<file path="src/hw/rtl/dcd_pkg.sv">
// ----------------------------------------------------------------------------
// Drawing command decoder package
// Shared types and codes for the byte front end, the command queue and the
// executing back end.
// ----------------------------------------------------------------------------
package dcd_pkg;

	localparam int QUEUE_DEPTH = 2;
	localparam int QUEUE_PTR_W = $clog2(QUEUE_DEPTH);
	localparam int QUEUE_CNT_W = $clog2(QUEUE_DEPTH + 1);

	// Short opcodes, top two bits of a byte.
	localparam logic [1:0] SOP_DX  = 2'd0;
	localparam logic [1:0] SOP_DY  = 2'd1;
	localparam logic [1:0] SOP_DT  = 2'd2;
	localparam logic [1:0] SOP_EXT = 2'd3;

	// Extended opcodes.
	localparam logic [3:0] XOP_DX     = 4'd0;
	localparam logic [3:0] XOP_DY     = 4'd1;
	localparam logic [3:0] XOP_DT     = 4'd2;
	localparam logic [3:0] XOP_PEN    = 4'd3;
	localparam logic [3:0] XOP_CLEAR  = 4'd4;
	localparam logic [3:0] XOP_KEY    = 4'd5;
	localparam logic [3:0] XOP_COLOUR = 4'd6;

	// Extension byte count code that stands for four bytes.
	localparam logic [1:0] COUNT_CODE_FOUR = 2'd3;

	// Result kinds.
	localparam logic [2:0] KIND_LINE   = 3'd0;
	localparam logic [2:0] KIND_PAUSE  = 3'd1;
	localparam logic [2:0] KIND_CLEAR  = 3'd2;
	localparam logic [2:0] KIND_KEY    = 3'd3;
	localparam logic [2:0] KIND_COLOUR = 3'd4;
	localparam logic [2:0] KIND_ERROR  = 3'd5;

	typedef enum logic [2:0] {
		CMD_MOVE_X = 3'd0,
		CMD_MOVE_Y = 3'd1,
		CMD_PAUSE  = 3'd2,
		CMD_PEN    = 3'd3,
		CMD_CLEAR  = 3'd4,
		CMD_KEY    = 3'd5,
		CMD_COLOUR = 3'd6,
		CMD_ERROR  = 3'd7
	} cmd_op_t;

	typedef struct packed {
		cmd_op_t     op;
		logic [31:0] value;
	} cmd_t;

	typedef struct packed {
		logic full;
		logic empty;
	} queue_status_t;

endpackage

</file>
<file path="src/hw/rtl/dcd_front.sv">
// ----------------------------------------------------------------------------
// Drawing command decoder front end
// Accepts stream bytes, collects extension operands and pushes decoded
// commands into the queue. Halts on an unknown extended opcode.
// ----------------------------------------------------------------------------
module dcd_front (
	input  logic                   clk,
	input  logic                   arst_n,
	input  logic                   byte_valid,
	output logic                   byte_stall,
	input  logic [7:0]             stream_byte,
	input  dcd_pkg::queue_status_t queue_status,
	output logic                   push,
	output dcd_pkg::cmd_t          push_cmd
);
	import dcd_pkg::*;

	logic [2:0] rem_q;
	logic [2:0] cnt_q;
	logic [3:0] op_q;
	logic [7:0] buf_q [4];
	logic       halted_q;

	logic        accept;
	logic        work;
	logic [1:0]  idx;
	logic [7:0]  buf_n [4];
	logic [31:0] packed_buf;
	logic [31:0] ext_operand;
	logic [2:0]  new_cnt;
	logic [3:0]  run_op;
	logic [2:0]  run_cnt;
	logic        run_ext;
	logic        has_cmd;
	cmd_t        cmd;

	assign byte_stall = !halted_q && queue_status.full;
	assign accept     = byte_valid && !byte_stall;
	assign work       = accept && !halted_q;
	assign idx        = 2'(cnt_q - rem_q);
	assign new_cnt    = (stream_byte[5:4] == COUNT_CODE_FOUR) ? 3'd4 : {1'b0, stream_byte[5:4]};

	always_comb begin
		for (int i = 0; i < 4; i++) begin
			buf_n[i] = buf_q[i];
		end
		if (rem_q != 3'd0) begin
			buf_n[idx] = stream_byte;
		end else begin
			for (int i = 0; i < 4; i++) begin
				buf_n[i] = 8'd0;
			end
		end
	end

	assign packed_buf = {buf_n[0], buf_n[1], buf_n[2], buf_n[3]};

	always_comb begin
		if (rem_q != 3'd0) begin
			run_ext = (rem_q == 3'd1);
			run_op  = op_q;
			run_cnt = cnt_q;
		end else begin
			run_ext = (stream_byte[7:6] == SOP_EXT) && (new_cnt == 3'd0);
			run_op  = stream_byte[3:0];
			run_cnt = new_cnt;
		end
	end

	always_comb begin
		case (run_cnt)
			3'd1:    ext_operand = {24'd0, packed_buf[31:24]};
			3'd2:    ext_operand = {{16{packed_buf[31]}}, packed_buf[31:16]};
			3'd4:    ext_operand = packed_buf;
			default: ext_operand = 32'd0;
		endcase
	end

	always_comb begin
		cmd.op    = CMD_MOVE_X;
		cmd.value = ext_operand;
		has_cmd   = 1'b0;
		if (run_ext) begin
			has_cmd = 1'b1;
			case (run_op)
				XOP_DX:     cmd.op = CMD_MOVE_X;
				XOP_DY:     cmd.op = CMD_MOVE_Y;
				XOP_DT:     cmd.op = CMD_PAUSE;
				XOP_PEN:    cmd.op = CMD_PEN;
				XOP_CLEAR:  cmd.op = CMD_CLEAR;
				XOP_KEY:    cmd.op = CMD_KEY;
				XOP_COLOUR: begin
					cmd.op    = CMD_COLOUR;
					cmd.value = packed_buf;
				end
				default:    cmd.op = CMD_ERROR;
			endcase
		end else if (rem_q == 3'd0) begin
			case (stream_byte[7:6])
				SOP_DX: begin
					has_cmd   = 1'b1;
					cmd.op    = CMD_MOVE_X;
					cmd.value = {{26{stream_byte[5]}}, stream_byte[5:0]};
				end
				SOP_DY: begin
					has_cmd   = 1'b1;
					cmd.op    = CMD_MOVE_Y;
					cmd.value = {{26{stream_byte[5]}}, stream_byte[5:0]};
				end
				SOP_DT: begin
					has_cmd   = 1'b1;
					cmd.op    = CMD_PAUSE;
					cmd.value = {26'd0, stream_byte[5:0]};
				end
				default: has_cmd = 1'b0;
			endcase
		end
	end

	assign push     = work && has_cmd;
	assign push_cmd = cmd;

	always_ff @(posedge clk or negedge arst_n) begin
		if (!arst_n) begin
			rem_q    <= 3'd0;
			cnt_q    <= 3'd0;
			op_q     <= 4'd0;
			halted_q <= 1'b0;
			for (int i = 0; i < 4; i++) begin
				buf_q[i] <= 8'd0;
			end
		end else if (work) begin
			for (int i = 0; i < 4; i++) begin
				buf_q[i] <= buf_n[i];
			end
			if (rem_q != 3'd0) begin
				rem_q <= rem_q - 3'd1;
			end else if (stream_byte[7:6] == SOP_EXT) begin
				rem_q <= new_cnt;
				cnt_q <= new_cnt;
				op_q  <= stream_byte[3:0];
			end
			if (has_cmd && cmd.op == CMD_ERROR) begin
				halted_q <= 1'b1;
			end
		end
	end

endmodule

</file>
<file path="src/hw/rtl/dcd_queue.sv">
// ----------------------------------------------------------------------------
// Drawing command decoder command queue
// A short first-in first-out queue of decoded commands between the front
// and back ends.
// ----------------------------------------------------------------------------
module dcd_queue (
	input  logic                   clk,
	input  logic                   arst_n,
	input  logic                   push,
	input  dcd_pkg::cmd_t          push_cmd,
	input  logic                   pop,
	output dcd_pkg::cmd_t          head_cmd,
	output dcd_pkg::queue_status_t status
);
	import dcd_pkg::*;

	cmd_t                   mem_q [QUEUE_DEPTH];
	logic [QUEUE_PTR_W-1:0] wr_ptr_q;
	logic [QUEUE_PTR_W-1:0] rd_ptr_q;
	logic [QUEUE_CNT_W-1:0] count_q;

	assign status.full  = (count_q == QUEUE_CNT_W'(QUEUE_DEPTH));
	assign status.empty = (count_q == '0);
	assign head_cmd     = mem_q[rd_ptr_q];

	always_ff @(posedge clk) begin
		if (push) begin
			mem_q[wr_ptr_q] <= push_cmd;
		end
	end

	always_ff @(posedge clk or negedge arst_n) begin
		if (!arst_n) begin
			wr_ptr_q <= '0;
			rd_ptr_q <= '0;
			count_q  <= '0;
		end else begin
			if (push) begin
				wr_ptr_q <= (wr_ptr_q == QUEUE_PTR_W'(QUEUE_DEPTH - 1)) ? '0 : wr_ptr_q + 1'b1;
			end
			if (pop) begin
				rd_ptr_q <= (rd_ptr_q == QUEUE_PTR_W'(QUEUE_DEPTH - 1)) ? '0 : rd_ptr_q + 1'b1;
			end
			if (push && !pop) begin
				count_q <= count_q + 1'b1;
			end else if (pop && !push) begin
				count_q <= count_q - 1'b1;
			end
		end
	end

endmodule

</file>
<file path="src/hw/rtl/dcd_back.sv">
// ----------------------------------------------------------------------------
// Drawing command decoder back end
// Executes queued commands against the cursor, stored point and pen, and
// holds each result in an output register until it is transferred.
// ----------------------------------------------------------------------------
module dcd_back (
	input  logic                   clk,
	input  logic                   arst_n,
	input  dcd_pkg::cmd_t          head_cmd,
	input  dcd_pkg::queue_status_t queue_status,
	output logic                   pop,
	output logic                   result_valid,
	input  logic                   result_stall,
	output logic [2:0]             command_kind,
	output logic signed [31:0]     x_start,
	output logic signed [31:0]     y_start,
	output logic signed [31:0]     x_end,
	output logic signed [31:0]     y_end,
	output logic signed [35:0]     pause_ms,
	output logic [31:0]            rgba_colour
);
	import dcd_pkg::*;

	logic [31:0] cursor_x_q;
	logic [31:0] cursor_y_q;
	logic [31:0] stored_x_q;
	logic [31:0] stored_y_q;
	logic        pen_q;
	logic        valid_q;
	logic [2:0]  kind_q;
	logic [31:0] x_start_q;
	logic [31:0] y_start_q;
	logic [31:0] x_end_q;
	logic [31:0] y_end_q;
	logic [35:0] pause_q;
	logic [31:0] rgba_q;

	logic        emits;
	logic        out_free;
	logic [31:0] next_y;
	logic [35:0] wide;
	logic [35:0] pause_n;
	logic [2:0]  kind_n;

	assign next_y  = cursor_y_q + head_cmd.value;
	assign wide    = {{4{head_cmd.value[31]}}, head_cmd.value};
	assign pause_n = (wide << 3) + (wide << 1);

	always_comb begin
		emits  = 1'b1;
		kind_n = KIND_LINE;
		case (head_cmd.op)
			CMD_MOVE_X: emits = 1'b0;
			CMD_MOVE_Y: emits = pen_q;
			CMD_PAUSE:  kind_n = KIND_PAUSE;
			CMD_PEN:    emits = 1'b0;
			CMD_CLEAR:  kind_n = KIND_CLEAR;
			CMD_KEY:    kind_n = KIND_KEY;
			CMD_COLOUR: kind_n = KIND_COLOUR;
			default:    kind_n = KIND_ERROR;
		endcase
	end

	assign out_free = !valid_q || !result_stall;
	assign pop      = !queue_status.empty && (out_free || !emits);

	always_ff @(posedge clk or negedge arst_n) begin
		if (!arst_n) begin
			cursor_x_q <= 32'd0;
			cursor_y_q <= 32'd0;
			stored_x_q <= 32'd0;
			stored_y_q <= 32'd0;
			pen_q      <= 1'b0;
			valid_q    <= 1'b0;
		end else begin
			if (pop) begin
				case (head_cmd.op)
					CMD_MOVE_X: cursor_x_q <= cursor_x_q + head_cmd.value;
					CMD_MOVE_Y: begin
						cursor_y_q <= next_y;
						stored_x_q <= cursor_x_q;
						stored_y_q <= next_y;
					end
					CMD_PEN:    pen_q <= !pen_q;
					default:    pen_q <= pen_q;
				endcase
			end
			if (pop && emits) begin
				valid_q <= 1'b1;
			end else if (!result_stall) begin
				valid_q <= 1'b0;
			end
		end
	end

	always_ff @(posedge clk) begin
		if (pop && emits) begin
			kind_q    <= kind_n;
			x_start_q <= 32'd0;
			y_start_q <= 32'd0;
			x_end_q   <= 32'd0;
			y_end_q   <= 32'd0;
			pause_q   <= 36'd0;
			rgba_q    <= 32'd0;
			case (head_cmd.op)
				CMD_MOVE_Y: begin
					x_start_q <= stored_x_q;
					y_start_q <= stored_y_q;
					x_end_q   <= cursor_x_q;
					y_end_q   <= next_y;
				end
				CMD_PAUSE:  pause_q <= pause_n;
				CMD_COLOUR: rgba_q  <= head_cmd.value;
				default:    rgba_q  <= 32'd0;
			endcase
		end
	end

	assign result_valid = valid_q;
	assign command_kind = kind_q;
	assign x_start      = x_start_q;
	assign y_start      = y_start_q;
	assign x_end        = x_end_q;
	assign y_end        = y_end_q;
	assign pause_ms     = pause_q;
	assign rgba_colour  = rgba_q;

endmodule

</file>
<file path="src/hw/rtl/drawing_command_decoder.sv">
// ----------------------------------------------------------------------------
// Drawing command decoder
// Path: the byte that completes a command pushes it into the command queue; the
// back end then pops it and registers its result until it is transferred.
// Throughput: one byte per cycle while byte_stall is low; bytes stall while the
// two-entry command queue is full.
// Reset: asynchronous, clears cursor, stored point, pen, halt and queue.
// ----------------------------------------------------------------------------
module drawing_command_decoder (
	input  logic               clk,
	input  logic               arst_n,
	input  logic               byte_valid,
	output logic               byte_stall,
	input  logic [7:0]         stream_byte,
	output logic               result_valid,
	input  logic               result_stall,
	output logic [2:0]         command_kind,
	output logic signed [31:0] x_start,
	output logic signed [31:0] y_start,
	output logic signed [31:0] x_end,
	output logic signed [31:0] y_end,
	output logic signed [35:0] pause_ms,
	output logic [31:0]        rgba_colour
);
	import dcd_pkg::*;

	logic          push;
	cmd_t          push_cmd;
	logic          pop;
	cmd_t          head_cmd;
	queue_status_t queue_status;

	dcd_front u_front (
		.clk          (clk),
		.arst_n       (arst_n),
		.byte_valid   (byte_valid),
		.byte_stall   (byte_stall),
		.stream_byte  (stream_byte),
		.queue_status (queue_status),
		.push         (push),
		.push_cmd     (push_cmd)
	);

	dcd_queue u_queue (
		.clk      (clk),
		.arst_n   (arst_n),
		.push     (push),
		.push_cmd (push_cmd),
		.pop      (pop),
		.head_cmd (head_cmd),
		.status   (queue_status)
	);

	dcd_back u_back (
		.clk          (clk),
		.arst_n       (arst_n),
		.head_cmd     (head_cmd),
		.queue_status (queue_status),
		.pop          (pop),
		.result_valid (result_valid),
		.result_stall (result_stall),
		.command_kind (command_kind),
		.x_start      (x_start),
		.y_start      (y_start),
		.x_end        (x_end),
		.y_end        (y_end),
		.pause_ms     (pause_ms),
		.rgba_colour  (rgba_colour)
	);

endmodule
</file>
<file path="config.mk">
export PLATFORM = sky130hd
export DESIGN_NAME = drawing_command_decoder
export DESIGN_NICKNAME = d
export VERILOG_FILES = /design/src/hw/rtl/dcd_pkg.sv /design/src/hw/rtl/dcd_front.sv /design/src/hw/rtl/dcd_queue.sv /design/src/hw/rtl/dcd_back.sv /design/src/hw/rtl/drawing_command_decoder.sv
export SDC_FILE = /design/constraint.sdc
export NUM_CORES = 1
export LEC_CHECK = 0
export BUFFER_PORTS_ARGS = -buffer_cell sky130_fd_sc_hd__buf_2
export CAP_MARGIN = 40
export CELL_PAD_IN_SITES_DETAIL_PLACEMENT = 1
export CELL_PAD_IN_SITES_GLOBAL_PLACEMENT = 1
export CORE_AREA = 5 5 216 218
export DETAILED_ROUTE_END_ITERATION = 10
export DIE_AREA = 0 0 221 223
export GPL_TIMING_DRIVEN = 0
export PLACE_DENSITY_LB_ADDON = 0.1
export SYNTH_ARGS = -nofsm -noshare
export SYNTH_HDL_FRONTEND = slang
export SYNTH_SLANG_ARGS = --single-unit
</file>
<file path="constraint.sdc">
create_clock -name clk -period 11.86 [get_ports clk]
set_input_delay 0.593 -clock clk [delete_from_list [all_inputs] [get_ports clk]]
set_output_delay 0.593 -clock clk [all_outputs]
set_load 0.005 [all_outputs]
</file>
==> reports/results.txt, run 1 <==
Number of gates resized after cts: 0. After detailed placement, the design holds a cell count of 2683. The count of nets left with antenna violations once routing finished came out at 0. The global routing stage identified its most utilized layer as met2. At the placement stage, the worst setup path has a slack of 6.82 ns. Kind of critical path: reg -> reg. The tools report the CTS buffer count as 45.

Detailed placer's ending HPWL: 48100 µm. The die is 221 µm wide. Static timing analysis puts the maximum clock frequency at 199 MHz. The routed design has 65200 µm of wire.

Among all flip-flop cells after synthesis, the most frequent one is edfxtp_1. The tools report the post-synthesis cell type count as 76. Clock tree skew after final layout: 0.0167 ns. Together, buffers and inverters on the worst path number 4.

The die covers 49300 µm². The post-CTS clock slew at the launch and capture registers of the worst setup and hold paths works out to 0.06 ns. The logs give 15900 for the total via count after detailed routing and 0.258 for the global routing usage summed across all routing layers.

The worst path in the final design needs a cycle of 5.03 ns, including I/O delays and setup. Walking the worst path, the cells encountered are buf_6, clkbuf_1, mux2i_1, inv_1, ha_1, inv_1, fa_1, nor2b_1, o21ai_0, a21oi_1, o21ai_0, a2111oi_0, o211ai_1, a31oi_1, a21oi_1, xor2_1, nor2_1. After synthesis the netlist holds a flip-flop and latch count of 413. Power spread over the standard cell area amounts to 331 nW/µm².

The clock passes through at most 3 buffers. Critical path's top delay family: compound AO/OA/AOI/OAI gates. For the pin with the worst max-slew slack, the measured transition is 0.899 ns. After the first detailed-routing iteration, the DRC count stood at 1070. The run gives 5 as the length of the first detailed-routing pass in iterations. CTS saw 413 sinks. Synthesis produced a netlist with a net count of 1975. The worst min-delay path class is in -> reg. The met3 track demand over resource was 0.0358; the share of the clock period used by the worst path was 0.424. Kind of end point of the critical path: a flip-flop. Number of I/O port buffers: 207.

Met1 usage: 0.329. The logs give 0.398 for the relative slew slack and 10.8 nW for the reported leakage power. The library cell used as clock root buffer is clkbuf_16. The per-cell routed wire length was 23.5 µm. The worst setup path is launched from a flip-flop.

The logs give 0 for the number of antenna violations at the first check in global routing and 1862 for the post-synthesis cell count. The sequential area share after synthesis was 0.555; the starting density of the core was 0.470. The share of synthesized flip-flops with an asynchronous set or reset works out to 0.351. Setup violations remaining at the end of the flow were counted as 0. IR analysis of the VDD net gives a maximum drop of 0.157 mV. The tools report the total number of H-tree levels as 2. The filler cells instantiated in the layout total 4870. The later pin in the worst-skew pair is clocked with a latency of 0.58 ns. Setup repair after global routing left no endpoint under its margin. For the via count of the first global-routing pass, the log shows 16800.

The number of placement rows came out at 78. The share of cells above drive strength 1 is 0.187. Entering global routing, the biggest net connects 75 pins. Data on the critical path arrives at its endpoint at 5.33 ns. The repair_antennas step left the layout with diodes totalling 0. After the last flow step, the layout net total stands at 2244. The run gives 0 as the final hold violation count. The run finished with clean final reports.

The via-per-instance ratio is 5.74, and the area added between synthesis and finish is 17.3%. For this design, the slowest cell found on the critical path is a2111oi_0. Measured along the y axis, the die boundary spans 223 µm. Yosys printed 0 warnings. A synthesized cell averages 11.3 µm². The number of enable-type register cells in the synthesized netlist was 268; the DRC violations left was 0. The number of slew-limit violations in the final report is 0, and the largest fanout on the critical path is 10. After the flow finishes, the layout carries non-filler instances totaling 2768. Across the run, the number of max-cap violations was 0. The post-synthesis instance area was 21000 µm². The run gives 12.16 ns as the worst endpoint required time.

The wire length of the first global-routing pass is 99600 µm, and the aggregate global routing overflow is 0. Boundary pin count: 213. TritonCTS built the clock tree. The routing usage on met2 is 0.464, and the final worst-path setup slack is 6.83 ns. The placeable core area came out at 44700 µm². Routability-driven placement finished with a final weighted congestion of 0.876. On the worst path, the slowest cell contributes a delay of 0.64 ns.
==> cells in the final DEF, fill, tap and decap left out, types with 28 or more instances in the layout <==
cell type	instances
nand2_1	230
nand3_1	28
inv_1	40
mux2i_1	44
dfrtp_1	145
o31ai_1	28
edfxtp_1	268
buf_2	217
xor2_1	44
clkbuf_16	47
o21ai_0	111
nor2_1	137
a21o_1	51
a21oi_1	78
and2_1	106
and3_1	36
xnor2_1	39
mux2_2	67
clkbuf_1	71
ha_1	98
==> state kept, by name (all words and copies together) (netlist names), 2 cells and up <==
signal and cells:
u_back.x_start 32, u_front.cnt_q 3, u_front.rem_q 3, u_back.command_kind 3, u_front.buf_q 32, u_back.cursor_x_q 32, u_back.y_start 32, u_queue.mem_q 70
u_back.x_end 32, u_back.rgba_colour 32, u_back.y_end 32, u_back.stored_x_q 32, u_front.op_q 4, u_queue.count_q 2, u_back.pause_ms 35, u_back.cursor_y_q 32
==> cell type report <==
class,count,area [µm²],share of cell area
well taps,600,751,0.0304
multi-input cells,1326,8870,0.360
inverters,40,150,0.00609
plain buffers,83,343,0.0139
flip-flops and latches,413,11700,0.473
repair buffers,222,1320,0.0536
clock inverters,28,305,0.0124
clock buffers,56,1250,0.0507
==> cell families after synthesis <==
| group | after synthesis | share of synthesized area |
|---|---|---|
| AO/OA/AOI/OAI | 395 | 0.123 |
| XOR/XNOR | 83 | 0.0346 |
| adder cells (fa/ha/maj) | 101 | 0.0612 |
| buffers and inverters | 123 | 0.0234 |
| flip-flops | 413 | 0.555 |
| multiplexers | 115 | 0.0594 |
| other | 1 | 0.000178 |
| AND/OR/NAND/NOR | 631 | 0.143 |
==> layer usage <==
| metal | part of all wire | wire, µm | vias to the layer above |
|---|---|---|---|
| li1 | - | - | 7293 |
| met4 | 0.027 | 1730 | 0 |
| met1 | 0.42 | 27600 | 8089 |
| met3 | 0.042 | 2760 | 104 |
| met2 | 0.51 | 33100 | 393 |
| met5 | 0 | 0 | - |
==> repair_timing <==
action | CTS | global route
endpoints found under the hold margin | 1 | 0
hold buffers | 1 | 0
buffers inserted | 0 | 0
==> power breakdown <==
part	switching [mW]	internal (mW)
logic	2.48	1.55
registers	0.316	2.33
clock network	0.595	0.881
==> through the flow <==
step | power, mW | util | TNS, ns | hold slack, ns | cell area, µm²
final | 8.15 | 0.552 | 0 | 0.307 | 24700
after global placement | 6.46 | 0.510 | -383.21 | 0.450 | 22800
after global routing | 8.69 | 0.552 | 0 | 0.310 | 24700
after floorplan | 5.26 | - | 0 | 0.297 | 21000
after CTS | 8.20 | 0.552 | 0 | 0.275 | 24700
after detailed placement | 6.68 | 0.517 | 0 | 0.461 | 23100
==> synthesized netlist by cell type, types with 5 or more instances <==
| cell type | instances | share of area |
|---|---|---|
| a22oi_1 | 18 | 0.0064 |
| a21oi_1 | 78 | 0.019 |
| xor2_1 | 44 | 0.018 |
| dfrtp_1 | 145 | 0.17 |
| a21o_1 | 51 | 0.018 |
| o21bai_1 | 11 | 0.0039 |
| edfxtp_1 | 268 | 0.38 |
| a2111oi_0 | 5 | 0.0021 |
| o31ai_1 | 28 | 0.010 |
| o21ai_0 | 111 | 0.026 |
| o21a_1 | 11 | 0.0039 |
| o211ai_1 | 11 | 0.0039 |
| nand2b_1 | 15 | 0.0045 |
| and3_1 | 37 | 0.011 |
| nand4_1 | 6 | 0.0018 |
| nor3b_1 | 7 | 0.0025 |
| buf_2 | 10 | 0.0024 |
| mux2i_1 | 44 | 0.021 |
| and2_1 | 106 | 0.032 |
| nor2_1 | 139 | 0.025 |
| nand3_1 | 28 | 0.0067 |
| mux2_2 | 67 | 0.036 |
| and4_1 | 5 | 0.0021 |
| nor3_1 | 24 | 0.0057 |
| nand2_1 | 230 | 0.041 |
| ha_1 | 98 | 0.058 |
| clkbuf_1 | 66 | 0.012 |
| a31oi_1 | 17 | 0.0051 |
| inv_1 | 40 | 0.0071 |
| a211oi_1 | 10 | 0.0036 |
| xnor2_1 | 39 | 0.016 |
| nor2b_1 | 12 | 0.0036 |
| or3_1 | 5 | 0.0015 |
==> tightest hold or removal path: cells and delay by family <==
family | cells | cell delay [ns]
and+or+nand+nor | 1 | 0.09
AOI/OAI and AO/OA | 1 | 0.09
buffers and inverters | 1 | 0.07
==> path summary, 6_finish.rpt <==
| path | start | endpoint | slack, ns | cells after the start |
|---|---|---|---|---|
| min reg2reg | u_back.stored_x_q[24] | u_back.stored_x_q[24] | 0.47 | 2 |
| max in group asynchronous | arst_n | u_back.stored_x_q[15] | 10.41 | 3 |
| max reg2reg | u_queue.rd_ptr_q | u_back.y_end[30] | 6.83 | 17 |
| max | u_queue.rd_ptr_q | u_back.y_end[30] | 6.83 | 17 |
| min | result_stall | u_back.result_valid | 0.31 | 3 |
| min in group asynchronous | arst_n | u_front.rem_q[0] | 0.58 | 2 |
(Power assumes the default switching activity.)
==> run 2: changes to the inputs <==
--- a/config.mk
+++ b/config.mk
@@ -5,13 +5,14 @@
 export SDC_FILE = /design/constraint.sdc
 export NUM_CORES = 1
 export LEC_CHECK = 0
+export ABC_AREA = 1
 export BUFFER_PORTS_ARGS = -buffer_cell sky130_fd_sc_hd__buf_2
 export CAP_MARGIN = 40
 export CELL_PAD_IN_SITES_DETAIL_PLACEMENT = 1
 export CELL_PAD_IN_SITES_GLOBAL_PLACEMENT = 1
-export CORE_AREA = 5 5 216 218
+export CORE_AREA = 5 5 234 236
 export DETAILED_ROUTE_END_ITERATION = 10
-export DIE_AREA = 0 0 221 223
+export DIE_AREA = 0 0 239 241
 export GPL_TIMING_DRIVEN = 0
 export PLACE_DENSITY_LB_ADDON = 0.1
 export SYNTH_ARGS = -nofsm -noshare
==> constraint.sdc (replaced) <==
create_clock -name clk -period 5.1 [get_ports clk]
set_input_delay 0.255 -clock clk [delete_from_list [all_inputs] [get_ports clk]]
set_output_delay 0.255 -clock clk [all_outputs]
set_load 0.005 [all_outputs]
==> reports/results.txt, run 2 <==
Based on the critical path, the design can be clocked at up to 243 MHz. For the final routed database, the setup TNS stands at 0 ns. On the final layout, the worst clock skew is 0.0247 ns.

Entering global routing, the biggest net connects 85 pins. The via count of the first global-routing pass is 21000. The first detailed-routing pass took 7 iterations. The proportion of netlist area held by the largest area contributor was 0.346; the number of antenna violations at the first check in global routing was 1. Setup repair after global routing left no endpoint under its margin.

The slew of the pin with the lowest slew margin is 0.852 ns. Detailed placer's ending HPWL: 65900 µm. The total number of H-tree levels was 2; the final hold violation count was 0. For this block, the initial DRC count from the detailed router was 1234.

TritonCTS built the clock tree. The area growth from synthesis to layout is 15.6%. Relative slew slack: 0.426. By count the netlist is led by nand2_1, inv_1, nor2_1. The overall die width works out to 239 µm. Post-synthesis cell type count: 49. The overall die height was 241 µm; the post-synthesis instance area was 23200 µm². Once the clock tree was built, the setup fixing pass inserted 0 buffers. After synthesis, the cell types taking the most area are edfxtp_1, dfrtp_1, nand2_1.

The number of I/O port buffers works out to 211. The number of enable-type register cells in the synthesized netlist is 268, and the total clock sinks is 413. The share of cells above drive strength 1 was 0.126. For the global routing usage summed across all routing layers, the log shows 0.285. Kind of critical path: reg -> reg. Summed over all layers, the global routing overflow is 0.

After detailed routing, the number of vias per cell comes to 5.37. The logs give 46 for the CTS buffer count and 0 for the number of max-cap violations. A synthesized cell averages 8.19 µm².

By instance count, the leading cell after synthesis is nand2_1. Commonest non-fill, non-tap cell in the layout: nand2_1. Post-synthesis sequential element count: 413. edfxtp_1 takes more of the synthesized area than any other cell. After detailed routing, the average wire length per cell comes to 21.8 µm. The tools report the startpoint of the lowest-slack hold path as stream_byte[4]. In this run the remaining antenna-violating nets after routing total 0. The clock passes through at most 3 buffers.

Leaving out fill and tap cells, the most frequent cells in the layout are nand2_1, inv_1, nor2_1. The arrival time of data at the critical path endpoint is 4.44 ns. Setup violations remaining at the end of the flow were counted as 0.

In the synthesized netlist, the number of instances is 2838. The register bank with the most flops was u_queue.mem_q. The run gives 84 as the number of placement rows.

The worst register-to-register path begins at u_queue.rd_ptr_q. For this run, design rule violations remaining after detail routing come to 0. The final net count was 3223. The clock reaches the later pin of the worst-skew pair after 0.61 ns.

The run gives 57600 µm² as the die outline area. The sequential area share after synthesis came out at 0.503. Clock tree synthesis selected as its root buffer the cell clkbuf_16.

STA puts the critical path data required time at 5.43 ns. The placeable core area is 52200 µm². The number of flip-flops in the largest register is 70, and the share of the clock period used by the worst path is 0.806. The boundary pin count is 213. The kind of launch point of the worst setup path was a flip-flop. After detailed routing, the total wire length is 83600 µm. When the netlist entered floorplanning its net count stood at 2951.

Tracing the worst setup path back leads to its startpoint at u_queue.rd_ptr_q. The number of slew-limit violations in the final report was 0. The post-layout minimum cycle time works out to 4.11 ns. The flow ran to the end, and the final reports show no timing, DRC or antenna violations. At the end of routability-driven placement, the weighted congestion stood at 0.965. The first global-routing pass estimated 126000 µm of wire. The most used flip-flop cell after synthesis is edfxtp_1. The largest fanout on the critical path came out at 10. The path class of the tightest hold or removal check is in -> reg. The share of synthesized flip-flops with an asynchronous set or reset was 0.351; the synthesis warning total was 0. Detailed routing inserted a total of 20600 vias.

The starting density of the core was 0.445. The kind of end point of the critical path is a flip-flop. Clock-pin slew was measured on the worst setup and hold paths at 0.06 ns.
## run 2: changes by cell type after synthesis, moves of 39 or more
cell     change
nand4_1     +39
nor2_1     +193
a21oi_1     +70
nand3_1    +133
o21ai_0    +107
nand2_1    +505
mux2i_1     -44
a21o_1      -49
mux2_2      -67
inv_1      +350
and2_1     -104
## run 2: area by class of cell
type                            instances  area, µm²
Antenna cell                            1       2.50
Buffer                                 71        364
Clock buffer                           64       1260
Clock inverter                         22        203
Fill cell                            6421      25400
Inverter                              403       1520
Multi-Input combinational cell       1951       9700
Sequential cell                       413      11700
Tap cell                              688        861
Timing Repair Buffer                  224       1280
## run 2: final timing paths
check                      slack [ns]                    end  cells after the start
max in group asynchronous        4.03      u_front.buf_q[25]                      3
min                              0.10       u_front.cnt_q[0]                      3
min reg2reg                      0.48      u_front.buf_q[15]                      2
min in group asynchronous        0.21  u_back.stored_x_q[25]                      2
max reg2reg                      0.99       u_back.y_end[30]                     21
max                              0.99       u_back.y_end[30]                     21
## run 2: repair_timing
| action | in CTS | in global routing |
|---|---|---|
| endpoints found under the hold margin | 62 | 0 |
| hold buffers | 2 | 0 |
| gates resized for setup | 0 | 0 |
## run 2: cell families (layout without fill, tap and decap cells)
group,Yosys count,count (layout),share of synthesized area
buffers and inverters,474,784,0.0808
DFF,413,413,0.503
xor gates and xnor gates,35,35,0.0132
AOI/OAI and AO/OA,437,437,0.0988
other,1,2,0.000161
adders and majority gates,101,101,0.0554
and+or+nand+nor,1377,1377,0.249
## run 2: worst max-delay path, cell delays in order, from the launching register on
cell and delay (ns):
dfrtp_1 0.37, buf_6 0.15, inv_2 0.13, clkbuf_1 0.33, or2_2 0.17, o21ai_0 0.26
inv_1 0.28, ha_1 0.26, inv_1 0.07, fa_1 0.40, inv_1 0.13, nand3_1 0.08
nand2_1 0.20, nand2_1 0.08, nand2_1 0.11, nand3_1 0.09, nand2_1 0.24, nand2_1 0.18
nand2_1 0.11, nand2_1 0.07, nand2_1 0.08, nor2_1 0.04
## run 2: per-stage QoR
stage | instance area [µm²] | utilization | std cells | hold WS [ns] | worst slack, ns
after global routing | 26900 | 0.514 | 3836 | 0.114 | 0.721
after floorplan | 23200 | - | 2838 | -0.0406 | 0.453
final | 26900 | 0.514 | 3837 | 0.103 | 0.991
after CTS | 26900 | 0.514 | 3836 | 0.0745 | 1.03
after global placement | 25200 | 0.482 | 3737 | 0.466 | -1.23
after detailed placement | 25400 | 0.486 | 3748 | 0.238 | 1.05
## run 2: metal layers
metal  part of all wire  track usage  routed length, µm
met4              0.038       0.0967               3150
met3              0.047       0.0336               3910
met5                  0            0                  0
met1               0.45        0.389              37300
met2               0.47        0.476              39200
Power of run 2 is left out: the tool's default activity adds up to more than one toggle a clock period on the data nets, which glitch-free logic cannot reach.
